[src/rtl/length_prefixed_frame_deframer_macros.svh]
// Assertion macros for the length-prefixed frame deframer.
// Every macro samples on clk_i and is disabled while rst_ni is low.
`ifndef LENGTH_PREFIXED_FRAME_DEFRAMER_MACROS_SVH
`define LENGTH_PREFIXED_FRAME_DEFRAMER_MACROS_SVH

// General concurrent property on the block clock.
`define LPFD_ASSERT(lbl, prop, msg) \
  lbl: assert property (@(posedge clk_i) disable iff (!rst_ni) prop) else $error(msg);

// Same-cycle implication.
`define LPFD_ASSERT_IMPLIES(lbl, ante, cons, msg) \
  lbl: assert property (@(posedge clk_i) disable iff (!rst_ni) (ante) |-> (cons)) \
    else $error(msg);

`endif

[src/rtl/lpfd_pkg.sv]
// Shared types and constants for the length-prefixed frame deframer.
// No dependencies; used by every module of the block.
`timescale 1ns / 1ps

package lpfd_pkg;

  localparam int unsigned APB_ADDR_W = 3;
  localparam int unsigned APB_DATA_W = 32;

  localparam int unsigned BUF_LIMIT_W   = 20;
  localparam int unsigned MAX_PAYLOAD_W = 16;
  localparam int unsigned PARTIAL_W     = 17;

  // Register indexes, taken from paddr[2].
  localparam logic REG_BUF_LIMIT   = 1'b0;
  localparam logic REG_MAX_PAYLOAD = 1'b1;

  // Position within the frame header; the last code means payload phase.
  localparam logic [2:0] HC_ID_FIRST = 3'd0;
  localparam logic [2:0] HC_LEN_HI   = 3'd4;
  localparam logic [2:0] HC_LEN_LO   = 3'd5;
  localparam logic [2:0] HC_COMMAND  = 3'd6;
  localparam logic [2:0] HC_PAYLOAD  = 3'd7;

  localparam logic CAUSE_BUFFER = 1'b0;
  localparam logic CAUSE_LENGTH = 1'b1;

  localparam logic [MAX_PAYLOAD_W-1:0] MAX_PAYLOAD_RESET = 16'hFFFF;

  typedef enum logic [1:0] {
    KIND_HEADER  = 2'd0,
    KIND_PAYLOAD = 2'd1,
    KIND_ERROR   = 2'd2
  } kind_e;

  typedef struct packed {
    logic [7:0]  data_byte;
    logic        chunk_first;
    logic [15:0] chunk_size;
  } in_item_t;

  typedef struct packed {
    kind_e       kind;
    logic [31:0] flow_id;
    logic [7:0]  command;
    logic [15:0] frame_length;
    logic [7:0]  payload_byte;
    logic        frame_last;
    logic        error_cause;
  } out_item_t;

  typedef struct packed {
    logic [BUF_LIMIT_W-1:0]   buf_limit;
    logic [MAX_PAYLOAD_W-1:0] max_payload;
  } cfg_t;

endpackage

[src/rtl/length_prefixed_frame_deframer.sv]
// A byte passes the input register, then the result register, before its result is offered.
// Throughput: one byte per cycle while the output is not stalled; the input register holds one
// byte while the result waits. Bytes that are dropped or sit inside a header give no result.
// Reset (rst_ni low, asynchronous) clears the parser state and both stage valids,
// sets buf_limit to 0 and max_payload to 65535.
// Top level of the deframer; depends on lpfd_pkg, lpfd_cfg and lpfd_core.
`timescale 1ns / 1ps

module length_prefixed_frame_deframer (
  input  logic                            clk_i,
  input  logic                            rst_ni,
  input  logic                            in_valid_i,
  output logic                            in_stall_o,
  input  lpfd_pkg::in_item_t              in_data_i,
  output logic                            out_valid_o,
  input  logic                            out_stall_i,
  output lpfd_pkg::out_item_t             out_data_o,
  input  logic                            psel,
  input  logic                            penable,
  input  logic                            pwrite,
  input  logic [lpfd_pkg::APB_ADDR_W-1:0] paddr,
  input  logic [lpfd_pkg::APB_DATA_W-1:0] pwdata,
  output logic [lpfd_pkg::APB_DATA_W-1:0] prdata,
  output logic                            pready
);

  lpfd_pkg::cfg_t      cfg;
  lpfd_pkg::in_item_t  in_q;
  logic                in_valid_q;
  lpfd_pkg::out_item_t out_q;
  logic                out_valid_q;
  lpfd_pkg::out_item_t res;
  logic                res_valid;
  logic                advance;
  logic                accept;

  // The held byte moves on whenever the result register is free or being emptied.
  assign advance    = in_valid_q && (!out_valid_q || !out_stall_i);
  assign in_stall_o = in_valid_q && !advance;
  assign accept     = in_valid_i && !in_stall_o;

  lpfd_cfg u_cfg (
    .clk_i   (clk_i),
    .rst_ni  (rst_ni),
    .psel    (psel),
    .penable (penable),
    .pwrite  (pwrite),
    .paddr   (paddr),
    .pwdata  (pwdata),
    .prdata  (prdata),
    .pready  (pready),
    .cfg_o   (cfg)
  );

  lpfd_core u_core (
    .clk_i       (clk_i),
    .rst_ni      (rst_ni),
    .step_i      (advance),
    .item_i      (in_q),
    .cfg_i       (cfg),
    .res_valid_o (res_valid),
    .res_o       (res)
  );

  always_ff @(posedge clk_i or negedge rst_ni) begin
    if (!rst_ni) begin
      in_valid_q  <= 1'b0;
      out_valid_q <= 1'b0;
    end else begin
      if (accept) begin
        in_valid_q <= 1'b1;
      end else if (advance) begin
        in_valid_q <= 1'b0;
      end
      if (advance && res_valid) begin
        out_valid_q <= 1'b1;
      end else if (out_valid_q && !out_stall_i) begin
        out_valid_q <= 1'b0;
      end
    end
  end

  always_ff @(posedge clk_i) begin
    if (accept) begin
      in_q <= in_data_i;
    end
    if (advance && res_valid) begin
      out_q <= res;
    end
  end

  assign out_valid_o = out_valid_q;
  assign out_data_o  = out_q;

endmodule

[src/rtl/lpfd_cfg.sv]
// APB-style configuration registers for the frame deframer.
// Depends on lpfd_pkg for widths, register indexes and the cfg_t struct.
`timescale 1ns / 1ps

module lpfd_cfg (
  input  logic                            clk_i,
  input  logic                            rst_ni,
  input  logic                            psel,
  input  logic                            penable,
  input  logic                            pwrite,
  input  logic [lpfd_pkg::APB_ADDR_W-1:0] paddr,
  input  logic [lpfd_pkg::APB_DATA_W-1:0] pwdata,
  output logic [lpfd_pkg::APB_DATA_W-1:0] prdata,
  output logic                            pready,
  output lpfd_pkg::cfg_t                  cfg_o
);

  logic [lpfd_pkg::BUF_LIMIT_W-1:0]   buf_limit_q;
  logic [lpfd_pkg::MAX_PAYLOAD_W-1:0] max_payload_q;
  logic                               wr_en;
  logic                               reg_idx;

  assign pready  = 1'b1;
  assign wr_en   = psel && penable && pwrite;
  assign reg_idx = paddr[2];

  always_ff @(posedge clk_i or negedge rst_ni) begin
    if (!rst_ni) begin
      buf_limit_q   <= '0;
      max_payload_q <= lpfd_pkg::MAX_PAYLOAD_RESET;
    end else if (wr_en) begin
      unique case (reg_idx)
        lpfd_pkg::REG_BUF_LIMIT:   buf_limit_q   <= pwdata[lpfd_pkg::BUF_LIMIT_W-1:0];
        lpfd_pkg::REG_MAX_PAYLOAD: max_payload_q <= pwdata[lpfd_pkg::MAX_PAYLOAD_W-1:0];
        default: ;
      endcase
    end
  end

  always_comb begin
    prdata = '0;
    unique case (reg_idx)
      lpfd_pkg::REG_BUF_LIMIT:
        prdata = {{(lpfd_pkg::APB_DATA_W-lpfd_pkg::BUF_LIMIT_W){1'b0}}, buf_limit_q};
      lpfd_pkg::REG_MAX_PAYLOAD:
        prdata = {{(lpfd_pkg::APB_DATA_W-lpfd_pkg::MAX_PAYLOAD_W){1'b0}}, max_payload_q};
      default: prdata = '0;
    endcase
  end

  assign cfg_o.buf_limit   = buf_limit_q;
  assign cfg_o.max_payload = max_payload_q;

endmodule

[src/rtl/lpfd_core.sv]
// Frame parser state and per-byte decision logic for the frame deframer.
// Depends on lpfd_pkg and length_prefixed_frame_deframer_macros.svh.
`timescale 1ns / 1ps
`include "length_prefixed_frame_deframer_macros.svh"

module lpfd_core (
  input  logic                clk_i,
  input  logic                rst_ni,
  input  logic                step_i,
  input  lpfd_pkg::in_item_t  item_i,
  input  lpfd_pkg::cfg_t      cfg_i,
  output logic                res_valid_o,
  output lpfd_pkg::out_item_t res_o
);

  logic [2:0]                     hc_q, hc_d;
  logic [31:0]                    id_q, id_d;
  logic [15:0]                    len_q, len_d;
  logic [7:0]                     cmd_q, cmd_d;
  logic [15:0]                    pl_q, pl_d;
  logic [lpfd_pkg::PARTIAL_W-1:0] partial_q, partial_d;
  logic                           discard_q, discard_d;

  logic                           discard_eff;
  logic [lpfd_pkg::BUF_LIMIT_W-1:0] limit_sum;
  logic                           limit_err;
  logic [15:0]                    pl_dec;

  assign discard_eff = item_i.chunk_first ? 1'b0 : discard_q;
  // The sum is at most 18 bits wide, so it never wraps in 20 bits.
  assign limit_sum = {3'b000, partial_q} + {4'b0000, item_i.chunk_size};
  assign limit_err = item_i.chunk_first && (cfg_i.buf_limit != '0) &&
                     (limit_sum > cfg_i.buf_limit);
  assign pl_dec = (pl_q != 16'd0) ? pl_q - 16'd1 : 16'd0;

  always_comb begin
    hc_d        = hc_q;
    id_d        = id_q;
    len_d       = len_q;
    cmd_d       = cmd_q;
    pl_d        = pl_q;
    partial_d   = partial_q;
    discard_d   = discard_q;
    res_valid_o = 1'b0;
    res_o       = '0;

    if (step_i) begin
      discard_d = discard_eff;
      if (limit_err) begin
        res_valid_o       = 1'b1;
        res_o.kind        = lpfd_pkg::KIND_ERROR;
        res_o.error_cause = lpfd_pkg::CAUSE_BUFFER;
        hc_d      = lpfd_pkg::HC_ID_FIRST;
        pl_d      = '0;
        partial_d = '0;
        discard_d = 1'b1;
      end else if (!discard_eff) begin
        partial_d = partial_q + 1'b1;
        if (hc_q != lpfd_pkg::HC_PAYLOAD) begin
          case (hc_q)
            lpfd_pkg::HC_ID_FIRST: id_d  = {24'd0, item_i.data_byte};
            lpfd_pkg::HC_LEN_HI:   len_d = {item_i.data_byte, 8'd0};
            lpfd_pkg::HC_LEN_LO:   len_d = len_q | {8'd0, item_i.data_byte};
            lpfd_pkg::HC_COMMAND:  cmd_d = item_i.data_byte;
            default:               id_d  = {id_q[23:0], item_i.data_byte};
          endcase

          if (hc_q != lpfd_pkg::HC_COMMAND) begin
            hc_d = hc_q + 3'd1;
          end else begin
            // Header complete: the length is already in len_q.
            res_valid_o        = 1'b1;
            res_o.flow_id      = id_q;
            res_o.command      = item_i.data_byte;
            res_o.frame_length = len_q;
            if (len_q > cfg_i.max_payload) begin
              res_o.kind        = lpfd_pkg::KIND_ERROR;
              res_o.error_cause = lpfd_pkg::CAUSE_LENGTH;
              hc_d      = lpfd_pkg::HC_ID_FIRST;
              pl_d      = '0;
              partial_d = '0;
              discard_d = 1'b1;
            end else if (len_q == 16'd0) begin
              res_o.kind       = lpfd_pkg::KIND_HEADER;
              res_o.frame_last = 1'b1;
              hc_d      = lpfd_pkg::HC_ID_FIRST;
              pl_d      = '0;
              partial_d = '0;
            end else begin
              res_o.kind = lpfd_pkg::KIND_HEADER;
              hc_d       = lpfd_pkg::HC_PAYLOAD;
              pl_d       = len_q;
            end
          end
        end else begin
          res_valid_o        = 1'b1;
          res_o.kind         = lpfd_pkg::KIND_PAYLOAD;
          res_o.flow_id      = id_q;
          res_o.command      = cmd_q;
          res_o.frame_length = len_q;
          res_o.payload_byte = item_i.data_byte;
          res_o.frame_last   = (pl_dec == 16'd0);
          pl_d               = pl_dec;
          if (pl_dec == 16'd0) begin
            hc_d      = lpfd_pkg::HC_ID_FIRST;
            partial_d = '0;
          end
        end
      end
    end
  end

  always_ff @(posedge clk_i or negedge rst_ni) begin
    if (!rst_ni) begin
      hc_q      <= lpfd_pkg::HC_ID_FIRST;
      id_q      <= '0;
      len_q     <= '0;
      cmd_q     <= '0;
      pl_q      <= '0;
      partial_q <= '0;
      discard_q <= 1'b0;
    end else begin
      hc_q      <= hc_d;
      id_q      <= id_d;
      len_q     <= len_d;
      cmd_q     <= cmd_d;
      pl_q      <= pl_d;
      partial_q <= partial_d;
      discard_q <= discard_d;
    end
  end

  `LPFD_ASSERT_IMPLIES(a_discard_clean, discard_q,
    (hc_q == lpfd_pkg::HC_ID_FIRST) && (partial_q == '0) && (pl_q == '0),
    "partial frame not cleared while dropping a chunk")
  `LPFD_ASSERT_IMPLIES(a_header_count_match, hc_q != lpfd_pkg::HC_PAYLOAD,
    (pl_q == '0) && (partial_q == {14'd0, hc_q}),
    "byte count disagrees with header position")
  `LPFD_ASSERT_IMPLIES(a_payload_pending, hc_q == lpfd_pkg::HC_PAYLOAD, pl_q != '0,
    "payload phase with no bytes left")
  `LPFD_ASSERT(a_error_drops, step_i && res_valid_o && (res_o.kind == lpfd_pkg::KIND_ERROR)
    |=> discard_q, "error did not start dropping the chunk")

endmodule
[config.mk]
export PLATFORM = sky130hd
export DESIGN_NAME = length_prefixed_frame_deframer
export DESIGN_NICKNAME = d
export VERILOG_FILES = /design/src/rtl/lpfd_pkg.sv /design/src/rtl/length_prefixed_frame_deframer.sv /design/src/rtl/lpfd_cfg.sv /design/src/rtl/lpfd_core.sv
export VERILOG_INCLUDE_DIRS = /design/src /design/src/rtl
export SDC_FILE = /design/constraint.sdc
export NUM_CORES = 1
export LEC_CHECK = 0
export ABC_AREA = 1
export BUFFER_PORTS_ARGS = -buffer_cell sky130_fd_sc_hd__buf_2
export CORE_MARGIN = 4
export CORE_UTILIZATION = 35
export DETAILED_ROUTE_END_ITERATION = 10
export PLACE_DENSITY_LB_ADDON = 0.15
export SLEW_MARGIN = 20
export SYNTH_ARGS = -nofsm -noshare
export SYNTH_HDL_FRONTEND = slang
export SYNTH_HIERARCHICAL = 1
export SYNTH_SLANG_ARGS = --single-unit
[constraint.sdc]
create_clock -name clk_i -period 6.3 [get_ports clk_i]
set_input_delay 1.26 -clock clk_i [delete_from_list [all_inputs] [get_ports clk_i]]
set_output_delay 1.26 -clock clk_i [all_outputs]
set_load 0.02 [all_outputs]
==> metrics.md, run 1 <==
| Metric | Value |
|---|---|
| Clock skew | between 0.01 and 0.015 ns |
| Switching portion of total power | 0.386 |
| Vias | slightly below 10000 |
| Crit start category | flip-flop |
| PnR Total Power | 0.00542 W |
| Clk root buf | clkbuf_16 |
| Clock transition at path regs | 0.06 ns |
| CTS tree | done |
| Clk network pwr share | 0.274 |
| Avg Inst Size Synth | 8.66 µm² |
| CTS Buf Count | 26 |
| Max_slew headroom | 0.340 |
| P_sw | 0.00209 W |
| Gr ovfl total | 0 |
| IO Port Bufs | 142 |
| Post-synth top area share | 0.235 |
| DRT antenna net count | 0 |
| Antenna diode count | 0 |
| Comb power frac | 0.339 |
| Largest net degree at the start of global routing | 67 |
| Drt wl/cell | around 16 µm |
| Post-Synthesis Cells | 1411 |
| RSZ-0062 raised after global routing | no |
| Max-cap violations | 0 |
| First-pass GRT wire length | around 53000 µm |
| Vias in the first global route | ~9400 |
| Initial antenna violation count | 0 |
| Register area share after synthesis | 0.498 |
| Vias/cell | 4.88 |
| DRC Markers | 0 |
| Max-slew violation count | 0 |
| DP Worst Slack | 1.30 ns |
| R2R cell count | 23 |
| Die area | 0.0380 mm² |
| Share of layout cells above drive strength 1 | 0.163 |
| Final period utilization | 0.774 |
| Leakage power | ~6.7 nW |
| Clk sinks | 224 |
| Number of synthesized flops with an enable pin | 93 |
| Max Fclk | 205 MHz |
| Pre-antenna DRT Iters | 5 |
| Crit path kind | reg2reg |
| Ys Warns | 6 |
| WHS Path Cells | 2 |
| Placeable core area | 0.0345 mm² |
| Net count, final | 1660 |
| FFs w/ async S/R, synth | 0.585 |
| Hold-fix buffers, CTS | 0 |
| Hold Startpoint | u_cfg/max_payload_q[2] |
| Final setup viols | 0 |
| Final GP Congestion | 0.865 |
| Maximum VDD drop | 222 µV |
| Clk buf depth | 3 |
| Initial Util | 0.355 |
| Top-count cell post-synth | nand2_1 |
| Worst Tran Pin Value | 0.987 ns |
| FF-to-FF End | out_data_o[28] |
| Die Y | just under 200 µm |
| Area grow syn2layout | 15.2% |
| Number of cell rows | 68 |
| Total Wirelength | 32500 µm |
| DIE WIDTH | just under 200 µm |
| Post-route cell area | around 0.014 mm² |
| Cell Area, Synth | around 0.012 mm² |
| P per Cell Area | 385 mW/mm² |
| Worst R2R Start | u_core/partial_q[0] |
| Synth area leaders | dfrtp_1 (24%), edfxtp_1 (23%), nand2_1 (12%) |
| Status | finished, final reports clean |
| # resized after CTS | 0 |
| Internal | 0.00333 W |
| Initial DRC count | 664 |
| Crit end category | flip-flop |
| Post-CTS Setup Inserts | 0 |
| Detailed Place HPWL | between 20000 and 25000 µm |
| DP Area | 0.0132 mm² |
| Yosys cell types | 45 |
| Reg power frac | 0.387 |
| Worst reg2reg setup slack | 1.42 ns |
| Register bit total from synthesis | 224 |
| Most instantiated cells after synthesis | nand2_1 (385), nand3_1 (131), inv_1 (129), dfrtp_1 (115), nor2_1 (100) |
| Min setup slack post-route | 1.42 ns |
| Area leader, netlist | dfrtp_1 |
| Total GRT Usage | 0.169 |
| Final min period | a little under 5 ns |
| TNS Setup | 0 ns |
| Synth Flop Type | dfrtp_1 |
| I/O pin count | 170 |
| Worst Path Arrival | slightly above 5 ns |
| Crit-path max FO | 62 |
| Clk_lat worst skew | 0.54 ns |
| Htree depth | 1 |
| Worst hold path type | reg2reg |
| Fin. Hold Viols | 0 |
| Hold EP | u_cfg/max_payload_q[2] |
| Req. time, crit path | 6.55 ns |
-- layer usage --
metal / track usage / vias up / share of wire
met5: 0 / - / 0
met4: 0.0290 / 0 / 0.013
met3: 0.0279 / 35 / 0.055
met2: 0.274 / 221 / 0.46
met1: 0.244 / 4645 / 0.47
li1: - / 4906 / -
-- state kept, by name (all words and copies together), names as in the netlist --
register,count
in_q,25
in_valid_q,1
out_data_o,68
out_valid_o,1
u_cfg/buf_limit_q,20
u_cfg/max_payload_q,16
u_core/cmd_q,8
u_core/discard_q,1
u_core/hc_q,3
u_core/id_q,32
u_core/len_q,16
u_core/partial_q,17
u_core/pl_q,16
-- critical path, stage by stage (launching register included) --
cell,delay (ns)
dfrtp_1,0.42
ha_1,0.27
fa_1,0.23
nand2_1,0.07
nand2_1,0.06
o21ai_0,0.12
o21ai_0,0.46
nand3_1,0.15
nand2_1,0.17
nand3_1,0.09
nand2_1,0.08
xor2_1,0.28
ha_1,0.29
nand2_1,0.10
nor2_1,0.07
nand3b_1,0.08
nor2_1,0.04
nor2_1,0.18
nand2_4,0.25
nand2_2,0.13
buf_4,0.60
nor2_4,0.19
nand2_1,0.12
o21ai_0,0.10
-- kinds of logic after synthesis --
group	count (synthesis)	share of synthesized area
adders and majority gates	59	0.0610
xor gates and xnor gates	23	0.0165
and+or+nand+nor	733	0.276
buffers and inverters	199	0.0728
DFF	224	0.498
other	2	0.000615
AOI/OAI and AO/OA	171	0.0745
-- layout make-up --
cell class	instances	area [µm²]
Timing Repair Buffer	149	778
Sequential cell	224	6090
Fill cell	3495	20400
Inverter	134	503
Tap cell	455	569
Clock inverter	6	90.1
Clock buffer	42	751
Multi-Input combinational cell	999	5300
-- worst max path at each step --
stage	startpoint	end	slack [ns]	cells past startpoint
after CTS	u_core/partial_q[0]	u_core/id_q[4]	1.26	21
final	u_core/partial_q[0]	out_data_o[28]	1.42	23
after floorplan	u_core/partial_q[0]	out_data_o[0]	0.01	23
after detailed placement	u_core/partial_q[0]	u_core/id_q[4]	1.30	21
after global routing	u_core/partial_q[0]	out_data_o[32]	1.05	23
after global placement	u_core/partial_q[0]	u_core/id_q[7]	1.37	22
-- through the flow --
step	util	hold slack, ns	std cells
floorplan	-	0.450	1422
global placement	0.384	0.463	1961
detailed placement	0.384	0.463	1961
CTS	0.409	0.472	2009
global route	0.409	0.481	2009
finish	0.409	0.470	2009
-- power by group through the flow --
stage	logic (W)	registers (W)	clock network [W]
final	0.00184	0.00210	0.00148
after global routing	0.00213	0.00214	0.00159
after CTS	0.00185	0.00210	0.00153
after global placement	0.00181	0.00212	0
after floorplan	0.00141	0.00203	0
after detailed placement	0.00184	0.00213	0
-- layout by cell type (no fill, tap or decap), types with 5 or more instances in the layout --
cell / instances
nand2_1: 385
buf_2: 141
nand3_1: 131
inv_1: 128
dfrtp_1: 115
nor2_1: 98
edfxtp_1: 93
o21ai_0: 72
ha_1: 58
o21ai_1: 47
nor3b_1: 47
a21oi_1: 31
clkbuf_16: 26
nand4_1: 18
xor2_1: 17
dfstp_2: 16
nand3_2: 14
conb_1: 13
clkbuf_1: 12
nand2_2: 9
nor2_2: 8
buf_4: 7
inv_2: 6
xnor2_1: 6
nor2_4: 5
a21o_1: 5
nor3_1: 5
Note: power is estimated with default switching activity, not from simulation.
==> run 2, diff against run 1 <==
clock period = 4.3 ns   (was 6.3 ns; I/O delays follow)
==> run 2 against run 1 <==
First-iteration DRC count rose by 27%. Die area did not move. Clock power rose by 52%. Critical endpoint is now out_data_o[29].
==> metrics.md, run 2 (synthesized netlist as in run 1, its figures left out) <==
| Metric | Value |
|---|---|
| Max FFs per register | 68 |
| Final period utilization | 0.924 |
| Detailed Place HPWL | 23800 µm |
| Max-cap violations | 0 |
| Status | finished, final reports clean |
| Worst Tran Pin Value | 0.896 ns |
| Clk root buf | clkbuf_16 |
| Crit end category | flip-flop |
| Req. time, crit path | 4.65 ns |
| Final setup viols | 0 |
| FILL cells | 3443 |
| Net count, final | 1680 |
| Clk buf depth | 3 |
| RSZ-0062 raised after global routing | no |
| Number of cell rows | 68 |
| Pre-antenna DRT Iters | 5 |
| DRC Markers | 0 |
| Hold-fix buffers, CTS | 0 |
| Die Y | roughly 190 µm |
| Initial antenna violation count | 0 |
| Max Fclk | 252 MHz |
| Clk_lat worst skew | between 0.5 and 0.6 ns |
| Fin. Hold Viols | 0 |
| Most frequent cells in the layout | nand2_1 (384), buf_2 (141), nand3_1 (131), inv_1 (129), dfrtp_1 (114) |
| Antenna diode count | 0 |
| Placeable core area | 0.0345 mm² |
| CTS Buf Count | 26 |
| Max-slew violation count | 0 |
| Initial Util | 0.355 |
| Largest net degree at the start of global routing | 80 |
| Crit path kind | reg2reg |
| TNS Setup | 0 ns |
| Crit start category | flip-flop |
| Final GP Congestion | 0.898 |
| Total GRT Usage | 0.171 |
| Final min period | 3.97 ns |
| I/O pin count | 170 |
| Max_slew headroom | 0.401 |
| DRT antenna net count | 0 |
| Clk sinks | 224 |
| Clock skew | 0.0120 ns |
| Maximum VDD drop | 310 µV |
| DP Worst Slack | 0.156 ns |
| Initial DRC count | 844 |
| Worst hold path type | in2async |
| Clock transition at path regs | roughly 0.06 ns |
| Vias/cell | 4.83 |
| Leading cell type in the layout, fill and taps excluded | nand2_1 |
| Crit-path max FO | 26 |
| First-pass GRT wire length | 53100 µm |
| PnR Total Power | 0.00812 W |
| Leakage power | 6.82 nW |
| Area grow syn2layout | 17.7% |
| Share of layout cells above drive strength 1 | 0.182 |
| Min setup slack post-route | roughly 0.33 ns |
| P per Cell Area | 565 mW/mm² |
| Gr ovfl total | 0 |
| Drt wl/cell | 16.3 µm |
| IO Port Bufs | 142 |
| Worst Path Arrival | approximately 4.3 ns |
| Htree depth | 1 |
| CTS tree | done |
| FF+latch area | 0.00609 mm² |
| Vias in the first global route | between 9000 and 10000 |
| Vias | 9807 |
| Hold Worst Slack | ~0.35 ns |
| DIE WIDTH | 195 µm |
| Total Wirelength | 33200 µm |
| Die area | 0.0380 mm² |
| Multi-input combinational cell area | 0.00532 mm² |
[run 2: final timing paths]
path                                   startpoint                      to  slack, ns  cells past startpoint
max in group asynchronous                  rst_ni         u_core/id_q[22]       2.96                      2
min reg2reg                u_cfg/max_payload_q[7]  u_cfg/max_payload_q[7]       0.47                      2
min in group clk_i         u_cfg/max_payload_q[7]  u_cfg/max_payload_q[7]       0.47                      2
max                           u_core/partial_q[8]          out_data_o[29]       0.33                     21
min                                        rst_ni              in_valid_q       0.35                      1
max reg2reg                   u_core/partial_q[8]          out_data_o[29]       0.33                     21
[run 2: layout make-up]
class,count,share of cell area
clock buffer,36,0.0520
clock inverter,12,0.00949
inverter,134,0.0350
multi-input combinational,999,0.370
sequential,224,0.424
tap,455,0.0396
timing repair buffer,169,0.0704
[run 2: critical path: stages (launching register included)]
cell      delay, ns
dfrtp_1        0.46
ha_1           0.40
a21o_1         0.22
a31oi_1        0.19
nand2_1        0.11
a31oi_1        0.25
o21bai_1       0.11
xor2_1         0.15
ha_1           0.30
nand4_1        0.11
nor2_2         0.17
nand3b_1       0.08
nor2_1         0.10
nor2_1         0.07
nand2_4        0.12
buf_4          0.19
nand2_4        0.11
buf_12         0.20
nor2_4         0.14
buf_12         0.14
nand2_1        0.06
o21ai_0        0.10
[run 2: metrics by stage]
stage	cell area, µm²	cells	utilization
after floorplan	12300	1422	-
final	14400	2029	0.417
after detailed placement	13400	1978	0.390
after global routing	14400	2029	0.417
after global placement	13400	1978	0.390
after CTS	14300	2026	0.415
[run 2: per-layer routing]
layer  track usage  up-vias  share of wire
met4        0.0328        0          0.014
met1         0.249     4617           0.48
met2         0.277      209           0.46
met3        0.0215       35          0.045
li1              -     4946              -
met5             0        -              0
[run 2: repair_timing]
item,CTS,global route
setup endpoints to repair,0,82
setup buffers,0,2
gates resized for setup,0,7
[run 2: power breakdown]
part	leakage, nW	switching [W]	total (W)	internal (W)
Combinational	3.81	0.00184	0.00281	0.000970
Sequential	2.58	0.000401	0.00306	0.00266
Clock	0.435	0.000909	0.00225	0.00134
Total	6.82	0.00315	0.00812	0.00498
